$ cat src/rtl/lfu_pkg.sv
// Shared constants, command/status structs and state type for the LFU page replacement block.
`default_nettype none
package lfu_pkg;

   localparam int PAGE_IN_BITS    = 16;
   localparam int FRAME_OUT_BITS  = 4;
   localparam int EVICT_OUT_BITS  = 16;
   localparam int FAULT_BITS      = 32;
   localparam int FRAMES_CFG_BITS = 5;
   localparam logic [FRAMES_CFG_BITS-1:0] FRAMES_RESET = 5'd16;

   typedef enum logic [1:0] {
      ST_IDLE,
      ST_SCAN,
      ST_DRAIN,
      ST_COMMIT
   } state_type;

   typedef struct packed {
      logic start;
      logic read;
      logic commit;
   } cmd_type;

   typedef struct packed {
      logic scan_last;
      logic out_free;
   } status_type;

endpackage
`default_nettype wire

$ cat src/rtl/lfu_interfaces.sv
// Valid/ready channel interfaces: page reference, result and configuration write.
`default_nettype none
interface lfu_req_if;
   logic                             valid;
   logic                             ready;
   logic [lfu_pkg::PAGE_IN_BITS-1:0] page_number;
   modport source (output valid, output page_number, input ready);
   modport sink   (input valid, input page_number, output ready);
endinterface

interface lfu_rsp_if;
   logic                               valid;
   logic                               ready;
   logic                               hit;
   logic [lfu_pkg::FRAME_OUT_BITS-1:0] frame_used;
   logic                               evicted_valid;
   logic [lfu_pkg::EVICT_OUT_BITS-1:0] evicted_page;
   logic [lfu_pkg::FAULT_BITS-1:0]     fault_total;
   modport source (output valid, output hit, output frame_used, output evicted_valid,
                   output evicted_page, output fault_total, input ready);
   modport sink   (input valid, input hit, input frame_used, input evicted_valid,
                   input evicted_page, input fault_total, output ready);
endinterface

interface lfu_csr_if;
   logic                                valid;
   logic                                ready;
   logic [lfu_pkg::FRAMES_CFG_BITS-1:0] frames_in_use;
   modport source (output valid, output frames_in_use, input ready);
   modport sink   (input valid, input frames_in_use, output ready);
endinterface
`default_nettype wire

$ cat src/rtl/lfu_datapath.sv
// Frame store, scan trackers, fault counter, config register and result register.
`default_nettype none
module lfu_datapath #(
   parameter int FRAME_COUNT = 16,
   parameter int PAGE_BITS   = 16,
   parameter int COUNT_BITS  = 16
) (
   input  logic                             clock,
   input  logic                             reset,
   input  lfu_pkg::cmd_type                 cmd,
   output lfu_pkg::status_type              status,
   input  logic [lfu_pkg::PAGE_IN_BITS-1:0] page_number,
   lfu_rsp_if.source                        rsp,
   lfu_csr_if.sink                          csr
);
   import lfu_pkg::*;

   localparam int IDX_BITS = (FRAME_COUNT > 1) ? $clog2(FRAME_COUNT) : 1;
   localparam int N_BITS   = $clog2(FRAME_COUNT + 1);

   typedef struct packed {
      logic [PAGE_BITS-1:0]  page;
      logic [COUNT_BITS-1:0] count;
   } entry_type;

   entry_type                  mem [FRAME_COUNT];
   logic [FRAME_COUNT-1:0]     valid_ff;
   logic [FRAMES_CFG_BITS-1:0] frames_ff;
   logic [PAGE_BITS-1:0]       page_ff;
   logic [IDX_BITS-1:0]        addr_ff;

   logic                       rd_valid_ff;
   logic [IDX_BITS-1:0]        rd_idx_ff;
   entry_type                  rd_entry_ff;
   logic                       rd_vld_ff;

   logic                       found_ff;
   logic [IDX_BITS-1:0]        match_idx_ff;
   logic [COUNT_BITS-1:0]      match_count_ff;
   logic [IDX_BITS-1:0]        min_idx_ff;
   logic [COUNT_BITS-1:0]      min_count_ff;
   logic                       min_vld_ff;
   logic [PAGE_BITS-1:0]       min_page_ff;

   logic [FAULT_BITS-1:0]      fault_ff;
   logic [FAULT_BITS-1:0]      fault_in;

   logic                       rsp_valid_ff;
   logic                       hit_ff;
   logic [FRAME_OUT_BITS-1:0]  frame_ff;
   logic                       ev_valid_ff;
   logic [EVICT_OUT_BITS-1:0]  ev_page_ff;
   logic [FAULT_BITS-1:0]      total_ff;

   logic [N_BITS-1:0]          n_active;
   logic [31:0]                page_wide;
   logic [COUNT_BITS-1:0]      rd_count;
   logic                       rd_match;
   logic [IDX_BITS-1:0]        wr_idx;
   logic [COUNT_BITS-1:0]      wr_count;
   logic [31:0]                slot_wide;
   logic [31:0]                evict_wide;

   // active frame count, clamped to 1..FRAME_COUNT
   always_comb begin
      if (frames_ff == '0) begin
         n_active = N_BITS'(1);
      end else if (32'(frames_ff) > 32'(FRAME_COUNT)) begin
         n_active = N_BITS'(FRAME_COUNT);
      end else begin
         n_active = N_BITS'(frames_ff);
      end
   end

   assign status.scan_last = ((N_BITS'(addr_ff) + N_BITS'(1)) == n_active);
   assign status.out_free  = !rsp_valid_ff || rsp.ready;
   assign csr.ready        = 1'b1;

   assign page_wide = 32'(page_number);
   assign rd_count  = rd_vld_ff ? rd_entry_ff.count : '0;
   assign rd_match  = rd_vld_ff && (rd_entry_ff.page == page_ff);

   always_comb begin
      if (found_ff) begin
         wr_idx   = match_idx_ff;
         wr_count = (match_count_ff == '1) ? match_count_ff : match_count_ff + 1'b1;
         fault_in = fault_ff;
      end else begin
         wr_idx   = min_idx_ff;
         wr_count = COUNT_BITS'(1);
         fault_in = (fault_ff == '1) ? fault_ff : fault_ff + 1'b1;
      end
      slot_wide  = 32'(wr_idx);
      evict_wide = (!found_ff && min_vld_ff) ? 32'(min_page_ff) : 32'd0;
   end

   // frame store: one read port for the scan, one write at commit
   always_ff @(posedge clock) begin
      if (cmd.commit) begin
         mem[wr_idx] <= '{page: page_ff, count: wr_count};
      end
      if (cmd.read) begin
         rd_entry_ff <= mem[addr_ff];
         rd_vld_ff   <= valid_ff[addr_ff];
         rd_idx_ff   <= addr_ff;
      end
   end

   always_ff @(posedge clock) begin
      if (reset) begin
         valid_ff     <= '0;
         frames_ff    <= FRAMES_RESET;
         fault_ff     <= '0;
         rsp_valid_ff <= 1'b0;
         rd_valid_ff  <= 1'b0;
         addr_ff      <= '0;
         found_ff     <= 1'b0;
      end else begin
         if (csr.valid) begin
            frames_ff <= csr.frames_in_use;
         end
         rd_valid_ff <= cmd.read;
         if (cmd.start) begin
            addr_ff  <= '0;
            found_ff <= 1'b0;
         end else if (cmd.read && !status.scan_last) begin
            addr_ff <= addr_ff + 1'b1;
         end
         if (rd_valid_ff && !found_ff && rd_match) begin
            found_ff <= 1'b1;
         end
         if (cmd.commit) begin
            valid_ff[wr_idx] <= 1'b1;
            fault_ff         <= fault_in;
            rsp_valid_ff     <= 1'b1;
         end else if (rsp.ready) begin
            rsp_valid_ff <= 1'b0;
         end
      end
   end

   // scan trackers and result payload
   always_ff @(posedge clock) begin
      if (cmd.start) begin
         page_ff <= page_wide[PAGE_BITS-1:0];
      end
      if (rd_valid_ff) begin
         if (!found_ff && rd_match) begin
            match_idx_ff   <= rd_idx_ff;
            match_count_ff <= rd_entry_ff.count;
         end
         if ((rd_idx_ff == '0) || (rd_count < min_count_ff)) begin
            min_idx_ff   <= rd_idx_ff;
            min_count_ff <= rd_count;
            min_vld_ff   <= rd_vld_ff;
            min_page_ff  <= rd_entry_ff.page;
         end
      end
      if (cmd.commit) begin
         hit_ff      <= found_ff;
         frame_ff    <= slot_wide[FRAME_OUT_BITS-1:0];
         ev_valid_ff <= !found_ff && min_vld_ff;
         ev_page_ff  <= evict_wide[EVICT_OUT_BITS-1:0];
         total_ff    <= fault_in;
      end
   end

   assign rsp.valid         = rsp_valid_ff;
   assign rsp.hit           = hit_ff;
   assign rsp.frame_used    = frame_ff;
   assign rsp.evicted_valid = ev_valid_ff;
   assign rsp.evicted_page  = ev_page_ff;
   assign rsp.fault_total   = total_ff;

endmodule
`default_nettype wire

$ cat src/rtl/lfu_ctrl.sv
// Sequencing state machine: accept, frame scan, drain, commit.
`default_nettype none
module lfu_ctrl (
   input  logic                clock,
   input  logic                reset,
   input  logic                req_valid,
   output logic                req_ready,
   input  lfu_pkg::status_type status,
   output lfu_pkg::cmd_type    cmd
);
   import lfu_pkg::*;

   state_type state_ff;
   state_type state_in;

   always_ff @(posedge clock) begin
      if (reset) begin
         state_ff <= ST_IDLE;
      end else begin
         state_ff <= state_in;
      end
   end

   always_comb begin
      state_in  = state_ff;
      cmd       = '0;
      req_ready = 1'b0;
      unique case (state_ff)
         ST_IDLE: begin
            req_ready = 1'b1;
            if (req_valid) begin
               cmd.start = 1'b1;
               state_in  = ST_SCAN;
            end
         end
         ST_SCAN: begin
            cmd.read = 1'b1;
            if (status.scan_last) begin
               state_in = ST_DRAIN;
            end
         end
         ST_DRAIN: begin
            state_in = ST_COMMIT;
         end
         ST_COMMIT: begin
            if (status.out_free) begin
               cmd.commit = 1'b1;
               state_in   = ST_IDLE;
            end
         end
         default: begin
            state_in = ST_IDLE;
         end
      endcase
   end

endmodule
`default_nettype wire

$ cat src/rtl/lfu_page_replacement.sv
// LFU page replacement top level: controller plus frame datapath.
// A transaction is accepted only in idle, and no new one until the last is committed: the scan
// reads one frame per cycle through the frame store's single read port over the n active frames,
// then a drain state, then commit, which waits until the result register is free and loads it.
// Reset: all frames empty at once, fault count 0, frames_in_use 16; no clearing pass.
`default_nettype none
module lfu_page_replacement #(
   parameter int FRAME_COUNT = 16,
   parameter int PAGE_BITS   = 16,
   parameter int COUNT_BITS  = 16
) (
   input  logic      clock,
   input  logic      reset,
   lfu_req_if.sink   req,
   lfu_rsp_if.source rsp,
   lfu_csr_if.sink   csr
);
   import lfu_pkg::*;

   cmd_type    cmd;
   status_type status;
   logic       req_ready;

   assign req.ready = req_ready;

   lfu_ctrl u_ctrl (
      .clock     (clock),
      .reset     (reset),
      .req_valid (req.valid),
      .req_ready (req_ready),
      .status    (status),
      .cmd       (cmd)
   );

   lfu_datapath #(
      .FRAME_COUNT (FRAME_COUNT),
      .PAGE_BITS   (PAGE_BITS),
      .COUNT_BITS  (COUNT_BITS)
   ) u_datapath (
      .clock       (clock),
      .reset       (reset),
      .cmd         (cmd),
      .status      (status),
      .page_number (req.page_number),
      .rsp         (rsp),
      .csr         (csr)
   );

   a_one_at_a_time: assert property (@(posedge clock) disable iff (reset)
      (req.valid && req.ready) |=> !req.ready)
      else $error("transaction accepted while another is in progress");

   a_commit_shows: assert property (@(posedge clock) disable iff (reset)
      cmd.commit |=> rsp.valid)
      else $error("commit did not load the result register");

   a_hit_no_evict: assert property (@(posedge clock) disable iff (reset)
      (rsp.valid && rsp.hit) |-> !rsp.evicted_valid)
      else $error("hit reported an eviction");

   a_evict_zero: assert property (@(posedge clock) disable iff (reset)
      (rsp.valid && !rsp.evicted_valid) |-> (rsp.evicted_page == '0))
      else $error("evicted page non-zero without eviction");

   a_fault_nonzero: assert property (@(posedge clock) disable iff (reset)
      (rsp.valid && !rsp.hit) |-> (rsp.fault_total != '0))
      else $error("fault reported with zero fault total");

endmodule
`default_nettype wire

$ cat src/flat_wrapper.sv
// flat-port wrapper written by rule: the top's interface ports become plain ports
module lfu_page_replacement_flat import lfu_pkg::*;
#(
   parameter int FRAME_COUNT = 16,
   parameter int PAGE_BITS   = 16,
   parameter int COUNT_BITS  = 16
)
  (clock, reset, req_valid, req_page_number, req_ready, rsp_valid, rsp_hit, rsp_frame_used, rsp_evicted_valid, rsp_evicted_page, rsp_fault_total, rsp_ready, csr_valid, csr_frames_in_use, csr_ready);
  lfu_req_if req_i ();
  lfu_rsp_if rsp_i ();
  lfu_csr_if csr_i ();
  input  logic clock;
  input  logic reset;
  input wire logic [$bits(req_i.valid)-1:0] req_valid;
  input wire logic [$bits(req_i.page_number)-1:0] req_page_number;
  output wire logic [$bits(req_i.ready)-1:0] req_ready;
  output wire logic [$bits(rsp_i.valid)-1:0] rsp_valid;
  output wire logic [$bits(rsp_i.hit)-1:0] rsp_hit;
  output wire logic [$bits(rsp_i.frame_used)-1:0] rsp_frame_used;
  output wire logic [$bits(rsp_i.evicted_valid)-1:0] rsp_evicted_valid;
  output wire logic [$bits(rsp_i.evicted_page)-1:0] rsp_evicted_page;
  output wire logic [$bits(rsp_i.fault_total)-1:0] rsp_fault_total;
  input wire logic [$bits(rsp_i.ready)-1:0] rsp_ready;
  input wire logic [$bits(csr_i.valid)-1:0] csr_valid;
  input wire logic [$bits(csr_i.frames_in_use)-1:0] csr_frames_in_use;
  output wire logic [$bits(csr_i.ready)-1:0] csr_ready;
  assign req_i.valid = req_valid;
  assign req_i.page_number = req_page_number;
  assign req_ready = req_i.ready;
  assign rsp_valid = rsp_i.valid;
  assign rsp_hit = rsp_i.hit;
  assign rsp_frame_used = rsp_i.frame_used;
  assign rsp_evicted_valid = rsp_i.evicted_valid;
  assign rsp_evicted_page = rsp_i.evicted_page;
  assign rsp_fault_total = rsp_i.fault_total;
  assign rsp_i.ready = rsp_ready;
  assign csr_i.valid = csr_valid;
  assign csr_i.frames_in_use = csr_frames_in_use;
  assign csr_ready = csr_i.ready;
  lfu_page_replacement #(.FRAME_COUNT(FRAME_COUNT), .PAGE_BITS(PAGE_BITS), .COUNT_BITS(COUNT_BITS)) u_core (.clock(clock), .reset(reset), .req(req_i), .rsp(rsp_i), .csr(csr_i));
endmodule
$ cat config.mk
export PLATFORM = sky130hd
export DESIGN_NAME = lfu_page_replacement_flat
export DESIGN_NICKNAME = d
export VERILOG_FILES = /design/src/rtl/lfu_pkg.sv /design/src/rtl/lfu_interfaces.sv /design/src/rtl/lfu_datapath.sv /design/src/rtl/lfu_ctrl.sv /design/src/rtl/lfu_page_replacement.sv /design/src/flat_wrapper.sv
export SDC_FILE = /design/constraint.sdc
export NUM_CORES = 1
export LEC_CHECK = 0
export BUFFER_PORTS_ARGS = -buffer_cell sky130_fd_sc_hd__buf_2
export CORE_MARGIN = 3
export CORE_UTILIZATION = 50
export DETAILED_ROUTE_END_ITERATION = 8
export PLACE_DENSITY = 0.66
export SLEW_MARGIN = 20
export SYNTH_ARGS = -nofsm -noshare
export SYNTH_HDL_FRONTEND = slang
export SYNTH_SLANG_ARGS = --single-unit
$ cat constraint.sdc
create_clock -name clock -period 4.85 [get_ports clock]
set_input_delay 0.2425 -clock clock [delete_from_list [all_inputs] [get_ports clock]]
set_output_delay 0.2425 -clock clock [all_outputs]
set_load 0.01 [all_outputs]
==> results.toml, run 1 <==
[run_status]
status = "finished clean"

[worst_setup_path]
critical_path.endpoint = "u_core.u_datapath.mem[2][3]"
reg2reg_slack_ps = 1720
crit_start = "u_core.u_datapath.found_ff"
r2r_end = "u_core.u_datapath.mem[2][3]"
required_ps = 5080
critical_path_class = "flip-flop to flip-flop"
rr_worst_depth = 3
critPathMaxFanout = 33
startpoint_type = "flip-flop"
endpoint_kind = "flip-flop"
r2r_start = "u_core.u_datapath.found_ff"
worst_ep_arrival_time_ps = 3360

[global_route]
grt_overflow = 0
grt_pass1_wl_um = 94200
grt_max_degree = 135
grt_pass1_vias = 14400
grt_antenna_before_repair = 3
grt_usage_pct = 21.3

[synth]
synthTopCellsByCount = "676 x edfxtp_1, 165 x mux4_2, 99 x nor2_1"
syn-num-nets = 1526
synth_ff_type = "edfxtp_1"
synth.most_common_cell = "edfxtp_1"
synth.largest_area_cell = "edfxtp_1"
yosys-top-cells-area = "edfxtp_1 71%, mux4_2 13%, dfxtp_1 4.3%"
ys_async_sr_fraction_pct = 0
synth_cells = 1478
ys_seq_area_share_pct = 74.9
ys_ff_latch = 738
yosysTopAreaCellShare_pct = 70.6
syn_area_um2 = 28800
syn_area_per_cell_um2 = 19.5
yosys_warnings = 0
ys_types = 53
synth_edf_count = 676

[placed_design]
post-dp-hpwl_um = 39900
portBuffers = 81
dpl_cell_area_um2 = 30700
place_inst = 2298
place_congestion = 0.857

[sta]
setup_viol = 0
worstMarginPinSlew_ps = 1080
fin_crit_sh_pct = 64.6
rsz0062_at_grt = "false"
relSlewSlack_pct = 27.8
slew_violations = 0
finalSetupTns_ps = 0
finClkSkew_ps = 22.3
hold_ws_ps = 41.6
fin_crit_ps = 3130
hold_viol = 0
fmax_mhz = 319

[finish]
nFillCells = 4040
design_area_um2 = 33500
diodes = 0
nets = 1698
final_layout_size_suffix_gt1_share_pct = 26.1
layout.cells.non_filler = 2467
fin_util_pct = 59.1
area_delta_synth_final_pct = 16.6

[clock_network]
cts.clk_slew.worst_paths_ps = 60
root_buffer = "clkbuf_16"
postCtsSetupBuffers = 0
clockBufferDepth = 3
cts_sinks = 738
clock_latency_ps = 630
cts_buffers = 76
cts_max_level = 3
cts_tree = "yes"

[die]
fp.dieW_um = 246
core_um2 = 56700
io_pins = 83
die_h_um = 246
num_rows = 87
die_area_um2 = 60500
initial_core_util_pct = 50.7

[power]
max-vdd-ir-drop_mv = 0.324
power.density_nw_per_um2 = 457
leakagePower_uw = 0.0108

[routing]
routedWlPerCell_um = 25.5
ant_nets = 0
drt-pass1-iter-count = 5
via_per_inst = 5.89
drc_errors = 0
routed_wl_um = 62900
vias = 14500
initialDrtViolationCount = 1665

[min_path]
min_path_type = "input pin to flip-flop"

[job]
cap_violations = 0
[layout by cell type (no fill, tap or decap), types with 16 or more instances in the layout]
cell / n
ha_1: 21
dfxtp_1: 58
nand3_1: 31
xor2_1: 45
nand2_1: 39
dlygate4sd3_1: 30
edfxtp_1: 676
buf_4: 25
clkbuf_16: 77
nor3_1: 25
nor2_1: 81
inv_1: 26
xnor2_1: 44
nor2_4: 16
and2_1: 38
mux4_2: 165
buf_2: 81
[critical path, stage by stage (launching register included)]
cell and delay [ps]:
dfxtp_1 960, mux2i_1 400, nand3_1 410, nor2_4 970
[worst min path at each step]
stage,startpoint,cells past startpoint,end
after CTS,csr_valid,3,u_core.u_datapath.frames_ff[3]
after global placement,req_page_number[12],1,u_core.u_datapath.page_ff[12]
after detailed placement,req_page_number[0],1,u_core.u_datapath.page_ff[0]
after global routing,csr_valid,3,u_core.u_datapath.frames_ff[3]
final,csr_valid,3,u_core.u_datapath.frames_ff[3]
after floorplan,req_page_number[0],0,u_core.u_datapath.page_ff[0]
[registers in the layout, summed over array words and instances (netlist names), 2 cells and up]
signal / cells
u_core.u_ctrl.state_ff: 2
u_core.u_datapath.addr_ff: 4
u_core.u_datapath.fault_ff: 32
u_core.u_datapath.frames_ff: 5
u_core.u_datapath.match_count_ff: 16
u_core.u_datapath.match_idx_ff: 4
u_core.u_datapath.mem: 512
u_core.u_datapath.min_count_ff: 16
u_core.u_datapath.min_idx_ff: 4
u_core.u_datapath.min_page_ff: 16
u_core.u_datapath.page_ff: 16
u_core.u_datapath.rd_entry_ff: 32
u_core.u_datapath.rd_idx_ff: 4
u_core.u_datapath.rsp.evicted_page: 16
u_core.u_datapath.rsp.fault_total: 32
u_core.u_datapath.rsp.frame_used: 4
u_core.u_datapath.valid_ff: 16
[through the flow]
stage | total power, uW | worst slack [ps]
finish | 15300 | 1720
global route | 15900 | 1470
CTS | 15500 | 1680
detailed placement | 9630 | 1670
global placement | 9580 | 1680
floorplan | 8900 | 656
[where the power goes]
| part | total [uW] | leakage (uW) | switching (uW) | internal, uW |
|---|---|---|---|---|
| Sequential | 7710 | 0.00666 | 277 | 7440 |
| Clock | 5830 | 0.00122 | 2420 | 3400 |
| Combinational | 1770 | 0.00293 | 998 | 775 |
| Total | 15300 | 0.0108 | 3700 | 11600 |
[metal layers]
| layer | up-vias | share of wire, % | GRT usage [%] |
|---|---|---|---|
| met1 | 7579 | 45 | 32.8 |
| met5 | - | 0 | 0 |
| met4 | 0 | 1.6 | 4.52 |
| met2 | 588 | 45 | 31.4 |
| li1 | 6263 | - | - |
| met3 | 91 | 8.4 | 5.15 |
[cell type report]
type | count | area (um^2) | share of cell area [%]
Tap cell | 756 | 946 | 2.82
Sequential cell | 738 | 21600 | 64.2
Clock buffer | 89 | 1990 | 5.94
Clock inverter | 50 | 533 | 1.59
Multi-Input combinational cell | 650 | 7010 | 20.9
Inverter | 27 | 101 | 0.302
Timing Repair Buffer | 157 | 1410 | 4.21
[repair_timing]
action                    CTS  global route
resized for setup           0             0
hold endpoints to repair   23             0
hold buffers               30             0
[cell families (layout without fill, tap and decap cells)]
family / after synthesis / after routing / synth area share (%)
AO/OA/AOI/OAI: 54 / 54 / 1.33
other: 1 / 1 / 0.0130
AND/OR/NAND/NOR: 305 / 305 / 5.44
XOR/XNOR: 89 / 89 / 2.71
flip-flops: 738 / 738 / 74.9
multiplexers: 179 / 179 / 13.4
adder cells (fa/ha/maj): 22 / 22 / 0.957
buffers and inverters: 90 / 323 / 1.28
(Power assumes the default switching activity.)
==> inputs of run 2 (changes only) <==
==> constraint.sdc (replaced) <==
create_clock -name clock -period 3.2 [get_ports clock]
set_input_delay 0.16 -clock clock [delete_from_list [all_inputs] [get_ports clock]]
set_output_delay 0.16 -clock clock [all_outputs]
set_load 0.01 [all_outputs]
==> run 2 against run 1 <==
Net effect: global-route usage shrank 0.22 points; total power rose by 49%; sequential share of layout area increased by 0.32 points; register-to-register slack worse by 1400 ps; wire length decreased by 1.0%; critical path type unchanged; critical endpoint is now u_core.u_datapath.mem[1][11].
==> results.toml, run 2 (synthesized netlist as in run 1, its figures left out) <==
[run_status]
status = "finished clean"

[placed_design]
post-dp-hpwl_um = 35100
portBuffers = 81
place_congestion = 0.815

[clock_network]
cts_tree = "yes"
cts_sinks = 738
cts_buffers = 74
ctsResizeCount = 0
cts.clk_slew.worst_paths_ps = 60
cts_max_level = 3
clock_latency_ps = 610
root_buffer = "clkbuf_16"
clockBufferDepth = 3

[worst_setup_path]
r2r_end = "u_core.u_datapath.mem[1][11]"
crit_slowest_cell = "nor2_1"
worst-path-buf-inv = 0
cpPeakStageDelay_ps = 660
r2r_start = "u_core.u_datapath.match_count_ff[0]"
crit_top_cell = "and4_1"
endpoint_kind = "flip-flop"
crit_chain = "ha_1 > and4_1 > and4_1 > a21oi_1 > nand3_1 > xor2_1 > nor2_1"
reg2reg_slack_ps = 290
rr_worst_depth = 7
critPathTopFamily = "simple AND/OR/NAND/NOR gates"
required_ps = 3480
critPathMaxFanout = 16
worst_ep_arrival_time_ps = 3190
startpoint_type = "flip-flop"
critical_path_class = "flip-flop to flip-flop"

[die]
die_h_um = 246
core_um2 = 56700
num_rows = 87
io_pins = 83
die_area_um2 = 60500
fp.dieW_um = 246
initial_core_util_pct = 50.7

[routing]
routedWlPerCell_um = 25.2
routed_wl_um = 62300
drc_errors = 0
vias = 14300
initialDrtViolationCount = 1241
drt-pass1-iter-count = 5
ant_nets = 0
via_per_inst = 5.81

[sta]
finClkSkew_ps = 19.2
relSlewSlack_pct = 37.1
fin_crit_ps = 2910
finalSetupTns_ps = 0
fin_crit_sh_pct = 91.0
rsz0062_at_grt = "false"
fmax_mhz = 343
setup_viol = 0
hold_ws_ps = 104
worstMarginPinSlew_ps = 939
slew_violations = 0
hold_viol = 0

[power]
comb_power_share_pct = 11.5
leakagePower_uw = 0.0108
switching_share_pct = 23.6
p_sw_uw = 5380
seqPwrFrac_pct = 51.3
power.density_nw_per_um2 = 683
max-vdd-ir-drop_mv = 0.500
cellInternalPower_uw = 17400
p_clk_share_pct = 37.2

[min_path]
min_from = "req_valid"
holdPathStages = 4
hold_end = "u_core.u_ctrl.state_ff[1]"
min_path_type = "input pin to flip-flop"

[finish]
nets = 1705
final_layout_size_suffix_gt1_share_pct = 25.8
seq_area_um2 = 21600
final_common_cell = "edfxtp_1"
largest_reg_flops = 512
multi_input_area_um2 = 7000
area_delta_synth_final_pct = 16.0
final_cell_mix = "676 x edfxtp_1, 165 x mux4_2, 83 x nor2_1"
top_register = "u_core.u_datapath.mem"
nFillCells = 4141

[global_route]
grt_overflow = 0
grt_antenna_before_repair = 0
grt_max_degree = 44
grt_pass1_wl_um = 92900
grt_usage_pct = 21.1
grt_pass1_vias = 14600

[job]
cap_violations = 0
## run 2: cell count changes in the layout (fill, tap and decap cells not counted), sizes merged
cell / before / now
clkbuf: 89 / 93
clkinv: 32 / 24
dlygate4sd3: 30 / 28
bufinv: 8 / 7
clkinvlp: 5 / 3
buf: 127 / 138
diode: 0 / 1
inv: 32 / 29
## run 2: how the worst max path moves through the flow
stage	from	endpoint	slack, ps	cells after the start
detailed placement	u_core.u_datapath.match_count_ff[0]	u_core.u_datapath.mem[3][7]	340	7
global placement	u_core.u_datapath.match_count_ff[0]	u_core.u_datapath.mem[14][11]	500	7
finish	u_core.u_datapath.match_count_ff[0]	u_core.u_datapath.mem[1][11]	290	7
CTS	u_core.u_datapath.match_count_ff[0]	u_core.u_datapath.mem[1][3]	330	7
global route	u_core.u_datapath.match_count_ff[0]	u_core.u_datapath.mem[1][11]	110	7
floorplan	u_core.u_ctrl.state_ff[0]	u_core.u_datapath.mem[2][0]	100	4
## run 2: layer usage
metal | track usage (%) | part of all wire (%)
met1 | 29.3 | 43
met2 | 34.8 | 50
met3 | 3.99 | 5.8
met4 | 5.47 | 2.2
met5 | 0 | 0
## run 2: worst register-to-register path, stage by stage (launching register included)
cell      delay, ps
edfxtp_1        440
ha_1            290
and4_1          270
and4_1          270
a21oi_1         340
nand3_1         150
xor2_1          170
nor2_1          660
## run 2: per-stage QoR
stage	cells	power (uW)	instance area, um^2	utilization, %	setup WS (ps)
after floorplan	1478	13500	28800	-	103
after global placement	2309	14500	30700	54.2	501
after detailed placement	2309	14500	30700	54.2	338
after CTS	2466	23000	33400	58.8	329
after global routing	2466	23600	33400	58.8	112
final	2467	22800	33400	58.8	287
## run 2: timing repair
action / CTS / global route
buffers inserted: 0 / 0
hold buffers: 28 / 0
hold endpoints to repair: 22 / 0
## run 2: cell type report
type                    instances  share of cell area, %
diodes                          1                0.00750
clock buffers                  93                   5.92
clock inverters                36                   1.18
inverters                      27                  0.304
multi-input cells             650                   21.0
flip-flops and latches        738                   64.6
well taps                     756                   2.83
repair buffers                166                   4.20
## run 2: power groups by stage
stage,Sequential [uW],Combinational [uW],Clock (uW)
after global placement,11900,2590,0
after detailed placement,11900,2630,0
after floorplan,11700,1770,0
after global routing,11800,2840,9030
final,11700,2630,8480
after CTS,11700,2670,8660
